===== config.mk =====
export PLATFORM = sky130hd
export DESIGN_NAME = pair_sum_finder_unit_flat
export DESIGN_NICKNAME = d
export VERILOG_FILES = /design/src/hdl/psf_pkg.sv /design/src/hdl/psf_if.sv /design/src/hdl/pair_sum_finder_unit.sv /design/src/hdl/psf_cell.sv /design/src/hdl/psf_chain.sv /design/src/flat_wrapper.sv
export VERILOG_INCLUDE_DIRS = /design/src /design/src/hdl
export SDC_FILE = /design/constraint.sdc
export NUM_CORES = 2
export LEC_CHECK = 0
export BUFFER_PORTS_ARGS = -buffer_cell sky130_fd_sc_hd__buf_2
export CORE_MARGIN = 8
export CORE_UTILIZATION = 31
export DETAILED_ROUTE_END_ITERATION = 8
export HOLD_SLACK_MARGIN = 0.02
export PLACE_DENSITY = 0.48
export SKIP_LAST_GASP = 1
export SLEW_MARGIN = 20
export SYNTH_ARGS = -nofsm -noshare
export SYNTH_HDL_FRONTEND = slang
export SYNTH_HIERARCHICAL = 1
export SYNTH_SLANG_ARGS = --single-unit

===== constraint.sdc =====
create_clock -name clk -period 7.9 [get_ports clk]
set_clock_uncertainty 0.15 [all_clocks]
set_input_delay 0.395 -clock clk [delete_from_list [all_inputs] [get_ports clk]]
set_output_delay 0.395 -clock clk [all_outputs]
set_load 0.03 [all_outputs]

===== src/hdl/assert_macros.svh =====
// Assertion helpers shared by the RTL. All checks sample on clk and are
// masked while rst_n is low.
`ifndef ASSERT_MACROS_SVH
`define ASSERT_MACROS_SVH

`ifndef ASSERT_OFF

// Property must hold at every clock edge out of reset.
`define ASSERT_ALWAYS(label, prop, msg) \
    label: assert property (@(posedge clk) disable iff (!rst_n) (prop)) \
        else $error(msg);

// Consequent must hold whenever the antecedent holds.
`define ASSERT_IMPLIES(label, ante, cons, msg) \
    label: assert property (@(posedge clk) disable iff (!rst_n) (ante) |-> (cons)) \
        else $error(msg);

`else

`define ASSERT_ALWAYS(label, prop, msg)
`define ASSERT_IMPLIES(label, ante, cons, msg)

`endif

`endif


===== src/hdl/psf_pkg.sv =====
`timescale 1ns / 1ps
`default_nettype none

package psf_pkg;

    localparam int DEPTH    = 64;
    localparam int IDX_W    = $clog2(DEPTH);
    localparam int COUNT_W  = $clog2(DEPTH + 1);
    localparam int VALUE_W  = 32;
    localparam int POS_W    = 6;
    localparam int STATUS_W = 2;

    localparam logic [STATUS_W-1:0] STATUS_FOUND    = 2'd0;
    localparam logic [STATUS_W-1:0] STATUS_NONE     = 2'd1;
    localparam logic [STATUS_W-1:0] STATUS_OVERFLOW = 2'd2;

    // Search token that walks the cell row.
    typedef struct packed {
        logic               active;
        logic               want_ok;
        logic [VALUE_W-1:0] want;
        logic               found;
        logic [IDX_W-1:0]   found_pos;
    } tok_t;

    // Broadcast write into one cell.
    typedef struct packed {
        logic               en;
        logic [IDX_W-1:0]   idx;
        logic [VALUE_W-1:0] data;
    } wr_t;

    // Reported positions wrap at the width of the result field.
    function automatic logic [POS_W-1:0] out_pos(input logic [IDX_W-1:0] p);
        return POS_W'(p);
    endfunction

endpackage

`default_nettype wire


===== src/hdl/psf_if.sv =====
`timescale 1ns / 1ps
`default_nettype none

interface psf_in_if;
    logic                valid;
    logic                ready;
    logic signed [31:0]  value;
    logic                first_item;
    logic                last_item;

    modport source (output valid, output value, output first_item, output last_item,
                    input ready);
    modport sink   (input valid, input value, input first_item, input last_item,
                    output ready);
endinterface

interface psf_out_if;
    logic        valid;
    logic        ready;
    logic [1:0]  status;
    logic [5:0]  earlier_position;
    logic [5:0]  later_position;

    modport source (output valid, output status, output earlier_position,
                    output later_position, input ready);
    modport sink   (input valid, input status, input earlier_position,
                    input later_position, output ready);
endinterface

`default_nettype wire


===== src/hdl/pair_sum_finder_unit.sv =====
// Pair sum finder: scans a list of signed 32-bit values and reports the first
// element whose partner (target_sum minus value) appeared earlier in the list.
// items: one list element per transaction, with first_item / last_item marks.
//   first_item empties the table before the element is handled.
// results: at most one transaction per list: pair found with both positions,
//   no pair at the end of the list, or overflow when the list outgrows the
//   DEPTH-entry table. Elements after the list is closed are dropped.
// cfg_we / cfg_data: write target_sum; write only while the block is idle.
// Each stored value sits in one cell of a row of DEPTH cells; a search token
// walks the row one cell per clock, so an element that is searched keeps the
// block busy until its token leaves the end of the row, and through the emit
// state as well when it closes the list; its result (if any) is then registered.
// Dropped elements skip the search; overflow elements go straight to the emit
// state. The next element is taken while a result waits on results; if the
// receiver stalls, a second result holds the block until it drains.
// Reset clears target_sum, the fill count and the list flags; the stored
// values need no clearing since only positions below the fill count are read.
`timescale 1ns / 1ps
`default_nettype none
`include "assert_macros.svh"

module pair_sum_finder_unit (
    input  wire logic               clk,
    input  wire logic               rst_n,
    input  wire logic               cfg_we,
    input  wire logic signed [31:0] cfg_data,
    psf_in_if.sink                  items,
    psf_out_if.source               results
);
    import psf_pkg::*;

    localparam logic [1:0] ST_IDLE   = 2'd0;
    localparam logic [1:0] ST_SEARCH = 2'd1;
    localparam logic [1:0] ST_EMIT   = 2'd2;

    logic [1:0]          state_reg,  state_next;
    logic [VALUE_W-1:0]  target_reg;
    logic [COUNT_W-1:0]  count_reg,  count_next;
    logic                done_reg,   done_next;
    tok_t                query_reg,  query_next;
    logic [VALUE_W-1:0]  val_reg,    val_next;
    logic [IDX_W-1:0]    pos_reg,    pos_next;
    logic                last_reg,   last_next;
    logic [STATUS_W-1:0] pend_status_reg,  pend_status_next;
    logic [POS_W-1:0]    pend_earlier_reg, pend_earlier_next;
    logic [POS_W-1:0]    pend_later_reg,   pend_later_next;
    logic                out_valid_reg,    out_valid_next;
    logic [STATUS_W-1:0] out_status_reg,   out_status_next;
    logic [POS_W-1:0]    out_earlier_reg,  out_earlier_next;
    logic [POS_W-1:0]    out_later_reg,    out_later_next;

    logic                accept;
    logic                eff_done;
    logic [COUNT_W-1:0]  eff_count;
    logic [VALUE_W:0]    want_wide;
    wr_t                 wr;
    tok_t                tail;
    logic                out_free;

    assign items.ready = (state_reg == ST_IDLE);
    assign accept      = items.valid && items.ready;
    assign out_free    = !out_valid_reg || results.ready;

    assign eff_done  = items.first_item ? 1'b0 : done_reg;
    assign eff_count = items.first_item ? '0 : count_reg;

    // 33-bit complement; it can match only when it fits in 32 bits.
    assign want_wide = {target_reg[VALUE_W-1], target_reg}
                     - {items.value[VALUE_W-1], $unsigned(items.value)};

    always_comb
    begin
        state_next        = state_reg;
        count_next        = count_reg;
        done_next         = done_reg;
        query_next        = query_reg;
        query_next.active = 1'b0;
        val_next          = val_reg;
        pos_next          = pos_reg;
        last_next         = last_reg;
        pend_status_next  = pend_status_reg;
        pend_earlier_next = pend_earlier_reg;
        pend_later_next   = pend_later_reg;
        out_valid_next    = out_valid_reg && !results.ready;
        out_status_next   = out_status_reg;
        out_earlier_next  = out_earlier_reg;
        out_later_next    = out_later_reg;
        wr                = '0;

        case (state_reg)
            ST_IDLE:
            begin
                if (accept)
                begin
                    count_next = eff_count;
                    done_next  = eff_done;
                    if (!eff_done)
                    begin
                        if (eff_count >= COUNT_W'(DEPTH))
                        begin
                            done_next         = 1'b1;
                            pend_status_next  = STATUS_OVERFLOW;
                            pend_earlier_next = '0;
                            pend_later_next   = '0;
                            state_next        = ST_EMIT;
                        end
                        else
                        begin
                            query_next.active    = 1'b1;
                            query_next.want_ok   = (want_wide[VALUE_W] == want_wide[VALUE_W-1]);
                            query_next.want      = want_wide[VALUE_W-1:0];
                            query_next.found     = 1'b0;
                            query_next.found_pos = '0;
                            val_next             = $unsigned(items.value);
                            pos_next             = eff_count[IDX_W-1:0];
                            last_next            = items.last_item;
                            state_next           = ST_SEARCH;
                        end
                    end
                end
            end
            ST_SEARCH:
            begin
                if (tail.active)
                begin
                    if (tail.found)
                    begin
                        done_next         = 1'b1;
                        pend_status_next  = STATUS_FOUND;
                        pend_earlier_next = out_pos(tail.found_pos);
                        pend_later_next   = out_pos(pos_reg);
                        state_next        = ST_EMIT;
                    end
                    else
                    begin
                        // Append the element behind the live entries.
                        wr.en      = 1'b1;
                        wr.idx     = pos_reg;
                        wr.data    = val_reg;
                        count_next = count_reg + COUNT_W'(1);
                        if (last_reg)
                        begin
                            done_next         = 1'b1;
                            pend_status_next  = STATUS_NONE;
                            pend_earlier_next = '0;
                            pend_later_next   = '0;
                            state_next        = ST_EMIT;
                        end
                        else
                        begin
                            state_next = ST_IDLE;
                        end
                    end
                end
            end
            ST_EMIT:
            begin
                // Hold until the output register can take the result.
                if (out_free)
                begin
                    out_valid_next   = 1'b1;
                    out_status_next  = pend_status_reg;
                    out_earlier_next = pend_earlier_reg;
                    out_later_next   = pend_later_reg;
                    state_next       = ST_IDLE;
                end
            end
            default:
            begin
                state_next = ST_IDLE;
            end
        endcase
    end

    psf_chain u_chain (
        .clk   (clk),
        .rst_n (rst_n),
        .fill  (count_reg),
        .wr    (wr),
        .head  (query_reg),
        .tail  (tail)
    );

    always_ff @(posedge clk or negedge rst_n)
    begin
        if (!rst_n)
        begin
            state_reg     <= ST_IDLE;
            target_reg    <= '0;
            count_reg     <= '0;
            done_reg      <= 1'b0;
            query_reg     <= '0;
            out_valid_reg <= 1'b0;
        end
        else
        begin
            state_reg     <= state_next;
            count_reg     <= count_next;
            done_reg      <= done_next;
            query_reg     <= query_next;
            out_valid_reg <= out_valid_next;
            if (cfg_we)
            begin
                target_reg <= $unsigned(cfg_data);
            end
        end
    end

    always_ff @(posedge clk)
    begin
        val_reg          <= val_next;
        pos_reg          <= pos_next;
        last_reg         <= last_next;
        pend_status_reg  <= pend_status_next;
        pend_earlier_reg <= pend_earlier_next;
        pend_later_reg   <= pend_later_next;
        out_status_reg   <= out_status_next;
        out_earlier_reg  <= out_earlier_next;
        out_later_reg    <= out_later_next;
    end

    assign results.valid            = out_valid_reg;
    assign results.status           = out_status_reg;
    assign results.earlier_position = out_earlier_reg;
    assign results.later_position   = out_later_reg;

    `ASSERT_IMPLIES(a_tail_in_search, tail.active, state_reg == ST_SEARCH, "stray token")
    `ASSERT_IMPLIES(a_query_in_search, query_reg.active, state_reg == ST_SEARCH, "stray query")
    `ASSERT_ALWAYS(a_fill_bound, count_reg <= COUNT_W'(DEPTH), "fill count beyond depth")
    `ASSERT_IMPLIES(a_found_order, tail.found, tail.found_pos < pos_reg, "late partner")

endmodule

`default_nettype wire


===== src/hdl/psf_cell.sv =====
`timescale 1ns / 1ps
`default_nettype none

module psf_cell (
    input  wire logic                     clk,
    input  wire logic                     rst_n,
    input  wire logic [psf_pkg::IDX_W-1:0]   index,
    input  wire logic [psf_pkg::COUNT_W-1:0] fill,
    input  wire psf_pkg::wr_t             wr,
    input  wire psf_pkg::tok_t            tok_in,
    output psf_pkg::tok_t                 tok_out
);
    import psf_pkg::*;

    logic [VALUE_W-1:0] value_reg;
    tok_t               tok_reg;
    tok_t               tok_next;
    logic               occupied;
    logic               hit;

    // Entries below the fill count are the live part of the list.
    assign occupied = COUNT_W'(index) < fill;
    assign hit = tok_in.active && tok_in.want_ok && !tok_in.found && occupied
                 && (value_reg == tok_in.want);

    always_comb
    begin
        tok_next = tok_in;
        if (hit)
        begin
            tok_next.found     = 1'b1;
            tok_next.found_pos = index;
        end
    end

    always_ff @(posedge clk)
    begin
        if (wr.en && (wr.idx == index))
        begin
            value_reg <= wr.data;
        end
    end

    always_ff @(posedge clk or negedge rst_n)
    begin
        if (!rst_n)
        begin
            tok_reg <= '0;
        end
        else
        begin
            tok_reg <= tok_next;
        end
    end

    assign tok_out = tok_reg;

endmodule

`default_nettype wire


===== src/hdl/psf_chain.sv =====
`timescale 1ns / 1ps
`default_nettype none

module psf_chain (
    input  wire logic                     clk,
    input  wire logic                     rst_n,
    input  wire logic [psf_pkg::COUNT_W-1:0] fill,
    input  wire psf_pkg::wr_t             wr,
    input  wire psf_pkg::tok_t            head,
    output psf_pkg::tok_t                 tail
);
    import psf_pkg::*;

    tok_t link [0:DEPTH];

    assign link[0] = head;

    for (genvar g = 0; g < DEPTH; g++)
    begin : g_cell
        psf_cell u_cell (
            .clk     (clk),
            .rst_n   (rst_n),
            .index   (IDX_W'(g)),
            .fill    (fill),
            .wr      (wr),
            .tok_in  (link[g]),
            .tok_out (link[g+1])
        );
    end

    assign tail = link[DEPTH];

endmodule

`default_nettype wire


===== src/flat_wrapper.sv =====
// flat-port wrapper written by rule: the top's interface ports become plain ports
module pair_sum_finder_unit_flat import psf_pkg::*;
  (clk, rst_n, cfg_we, cfg_data, items_valid, items_value, items_first_item, items_last_item, items_ready, results_valid, results_status, results_earlier_position, results_later_position, results_ready);
  psf_in_if items_i ();
  psf_out_if results_i ();
  input  wire logic clk;
  input  wire logic rst_n;
  input  wire logic cfg_we;
  input  wire logic signed [31:0] cfg_data;
  input wire logic [$bits(items_i.valid)-1:0] items_valid;
  input wire logic [$bits(items_i.value)-1:0] items_value;
  input wire logic [$bits(items_i.first_item)-1:0] items_first_item;
  input wire logic [$bits(items_i.last_item)-1:0] items_last_item;
  output wire logic [$bits(items_i.ready)-1:0] items_ready;
  output wire logic [$bits(results_i.valid)-1:0] results_valid;
  output wire logic [$bits(results_i.status)-1:0] results_status;
  output wire logic [$bits(results_i.earlier_position)-1:0] results_earlier_position;
  output wire logic [$bits(results_i.later_position)-1:0] results_later_position;
  input wire logic [$bits(results_i.ready)-1:0] results_ready;
  assign items_i.valid = items_valid;
  assign items_i.value = items_value;
  assign items_i.first_item = items_first_item;
  assign items_i.last_item = items_last_item;
  assign items_ready = items_i.ready;
  assign results_valid = results_i.valid;
  assign results_status = results_i.status;
  assign results_earlier_position = results_i.earlier_position;
  assign results_later_position = results_i.later_position;
  assign results_i.ready = results_ready;
  pair_sum_finder_unit u_core (.clk(clk), .rst_n(rst_n), .cfg_we(cfg_we), .cfg_data(cfg_data), .items(items_i), .results(results_i));
endmodule

### Word-level counts from Yosys, hierarchy flattened

Index checks and enable logic that the tools add are counted.

| word-level totals | value |
|---|---|
| bits of input ports | 71 |
| output and inout port bits | 16 |
| bits in registers | 4783 |
| logic and storage cells | 1112 |

| cells by class | value |
|---|---|
| reduce and logical (&&, ||, !) cells | 396 |
| order comparisons | 65 |
| mux-type cells | 111 |
| equal/unequal tests | 137 |
| $add $sub $neg | 2 |
| bitwise operators | 2 |

Operators by type and width:

| cell | number |
|---|---|
| == test 32 bit | 64 |
| 2-to-1 mux 7 bit | 68 |
| logical AND 1 bit | 321 |
| < comparator 6 x 7 -> 1 bit (first input constant) | 32 |
| == test 6 bit (second input constant) | 32 |
| 2-to-1 mux 41 bit | 4 |
| 2-to-1 mux 39 bit | 3 |
| < comparator 5 x 7 -> 1 bit (first input constant) | 16 |
| == test 6 x 5 -> 1 bit (second input constant) | 16 |
| zero test 1 bit | 65 |
| < comparator 4 x 7 -> 1 bit (first input constant) | 8 |
| == test 6 x 4 -> 1 bit (second input constant) | 8 |
| 2-to-1 mux 6 bit | 8 |
| subtractor 32 x 32 -> 33 bit | 1 |
| < comparator 3 x 7 -> 1 bit (first input constant) | 4 |
| 2-to-1 mux 2 bit | 13 |
| == test 6 x 3 -> 1 bit (second input constant) | 4 |
| one-hot mux 6 bit (2 select lines) | 2 |
| AND reduction 4 bit | 4 |
| < comparator 1 x 7 -> 1 bit (first input constant) | 2 |
| < comparator 2 x 7 -> 1 bit (first input constant) | 2 |
| one-hot mux 7 bit (2 select lines) | 1 |
| == test 6 x 2 -> 1 bit (second input constant) | 2 |
| inequality test 2 bit (second input constant) | 5 |
| 19 further kinds | 28 |

### Logic depth before layout (Yosys ltp)

| logic depth | value |
|---|---|
| word-level depth | 6 |
| mapped depth | 12 |
| mapped depth without buffers | 12 |

### Modules after synthesis

Netlist, hierarchy kept.

Modules (own cells, without submodules):

| module | area each (sq um) | instances | seq. area each (sq um) | cells each |
|---|---|---|---|---|
| psf_cell | 2628.8 | 64 | 1986.9 | 150 |
| pair_sum_finder_unit | 7099.3 | 1 | 3938.8 | 644 |
| psf_chain | 7.5 | 1 | 0.0 | 2 |

### Least setup slack after synthesis

No wires, ideal clock.

| timing | value |
|---|---|
| path kind | reg2reg |
| start point | reg u_core.state_reg[0] |
| end point | reg u_core.u_chain.g_cell[11].u_cell.value_reg[0] (enable) |
| library setup time | 502 ps |
| buffers on the path | 2 |
| cell stages (with the launch flop) | 10 |
| path slack | 364 ps |
| data arrival time | 6883 ps |
| clock period less this slack | 7536 ps |
| required time | 7248 ps |
| cell sequence | dfrtp_1 -> clkbuf_1 -> nor2b_1 -> inv_1 -> nor2_1 -> clkbuf_1 -> and3_1 -> xnor2_1 -> nand4_1 -> nor4_1 |

RTL lines:

| element | RTL line | RTL |
|---|---|---|
| start: declaration | pair_sum_finder_unit.sv:36 | `logic [1:0] state_reg, state_next;` |
| start signal: assignment | pair_sum_finder_unit.sv:197 | `state_reg <= state_next;` |
| end signal: assignment | psf_cell.sv:40 | `value_reg <= wr.data;` |
| end: declaration | psf_cell.sv:15 | `logic [VALUE_W-1:0] value_reg;` |

==> out/results.ini <==
[status]
outcome = completed

[detailed_routing]
num_vias = 84100
drc = 0
routed_wl_um = 418000
final_antenna_net_count = 0
wire_per_inst_um = 20.7
dr.pass1.iters = 7
drt_iter0_drc = 5059
routed_via_density = 4.17

[timing]
final-setup-viol-count = 0
tightest_slew_ns = 1.14
drv_slew = 0
rsz0062_at_grt = no
finalCritPeriodShare_pct = 63.7
period_needed_ns = 5.03
fmaxAchievable_mhz = 199
hold_slack_ns = 0.184
tns_ns = 0
relSlewSlack_pct = 24.3
hold_viol_final = 0

[clock_tree]
post_cts_buffers = 0
clkLatencyLatePin_ns = 1.03
cts_max_path_buffers = 4
cts_htree_levels = 5
cts_resized = 0
cts_tree = done
clockRootBuffer = clkbuf_16
cts_buffers = 481
cts.sinks = 4783
clk_pin_slew_ns = 0.07

[setup_path]
path_class = reg -> reg
critPathMaxFanout = 40
crit_path_start_kind = flop
cp.required_ns = 8.37
crit_chain = nor2b_1, inv_1, nor2_4, buf_4, and3_4, buf_4, xnor2_1, nand4_1, nor4_2, buf_4
crit_top_cell = buf_4
max_stage_delay_ns = 0.81
worstPathArrival_ns = 5.50
path_delay_family = simple AND/OR/NAND/NOR gates
critPathBufInv = 4
crit_path_top_delay_cell = and3_4
endpoint_kind = flop

[global_route]
grt_overflow = 0
grt_max_degree = 172
grt_pass1_wl_um = 624000
grt_util_all_layers_pct = 14.1
grt_pass1_vias = 88900
antenna_found_initial = 41

[power]
peakVddDrop_uv = 216
total_leakage_power_nw = 86.5
powerDensity_nw_per_um2 = 297

[place]
io_buffers = 86
gp_congestion = 0.755
dpl.hpwl_um = 273000
numPlacedInstances = 19100

[cells_and_area]
drive_above_1_share_pct = 13.1
final_common_cell = dfrtp_1
most-common-layout-cells = dfrtp_1, edfxtp_1, xnor2_1
layout.cells.non_filler = 20200
largest_reg_flops = 2591
area_delta_synth_final_pct = 19.7
nNetsFinal = 12700

[logic_synthesis]
yosys_warnings = 6
syn-cell-area_sq_um = 175000
synthCells = 10200
avgSynthCellArea_sq_um = 17.1

[min_path]
min_path_type = in -> reg

[floorplan]
fp.dieArea_sq_um = 587000
rows = 275
initial_utilization_pct = 31.1
die_x_um = 766
io_pins = 87
die_y_um = 766
core-area_sq_um = 561000

[flow_run]
drv_cap = 0

[repair_timing]
item	CTS	global route
hold buffers	170	0
setup endpoints to repair	0	0
endpoints found under the hold margin	1123	0
[power breakdown]
group | switching (W) | total (W) | internal [W]
sequential | 0.00364 | 0.0333 | 0.0296
combinational | 0.00239 | 0.00533 | 0.00293
clock | 0.00982 | 0.0234 | 0.0136
total | 0.0159 | 0.0620 | 0.0461
[per-stage QoR]
step	power [W]	instance area (sq um)	worst slack (ns)	util (%)
6_report	0.0620	209000	2.87	37.2
5_1_grt	0.0648	209000	2.51	37.2
4_1_cts	0.0630	209000	2.80	37.2
3_5_place_dp	0.0391	191000	2.86	34.0
3_3_place_gp	0.0392	191000	2.97	34.0
2_1_floorplan	0.0361	179000	0.364	-
[tightest hold or removal path, stage by stage]
cell	delay, ns
dlygate4sd3_1	0.53
buf_2	0.20
nor2b_1	0.12
[path summary, 6_finish.rpt]
check	from	end	slack, ns	cells after the start
setup reg to reg	u_core/state_reg[0]$_DFFE_PN0P_	u_core/u_chain/g_cell[15].u_cell/value_reg[8]$_DFFE_PP_	2.87	10
hold reg to reg	u_core/u_chain/g_cell[24].u_cell/tok_out[39]$_DFF_PN0_	u_core/u_chain/g_cell[25].u_cell/tok_out[39]$_DFF_PN0_	0.19	0
max in group asynchronous	rst_n	u_core/u_chain/g_cell[15].u_cell/tok_out[12]$_DFF_PN0_	5.27	6
min in group asynchronous	rst_n	u_core/u_chain/g_cell[20].u_cell/tok_out[1]$_DFF_PN0_	0.59	4
hold / removal	items_first_item	u_core/pos_reg[5]$_DFFE_PP_	0.18	3
setup / recovery	u_core/state_reg[0]$_DFFE_PN0P_	u_core/u_chain/g_cell[15].u_cell/value_reg[8]$_DFFE_PP_	2.87	10
[layout make-up]
class                           count  area, sq um
Timing Repair Buffer              417         3560
Fill cell                       52800       352000
Sequential cell                  4783       130000
Multi-Input combinational cell   6196        47700
Tap cell                         7479         9360
Antenna cell                       26         65.1
Clock buffer                      694        13800
Clock inverter                    220         2630
Inverter                          360         1350
[routing by layer]
metal  part of all wire (%)  vias to the layer above  track usage, %
met5                  0.090                        -               0
met4                    2.5                        2            3.64
met3                    3.4                      570            1.75
met2                     49                     1236            23.8
met1                     45                    43100            19.4
li1                       -                    39200               -
(Power assumes the default switching activity.)
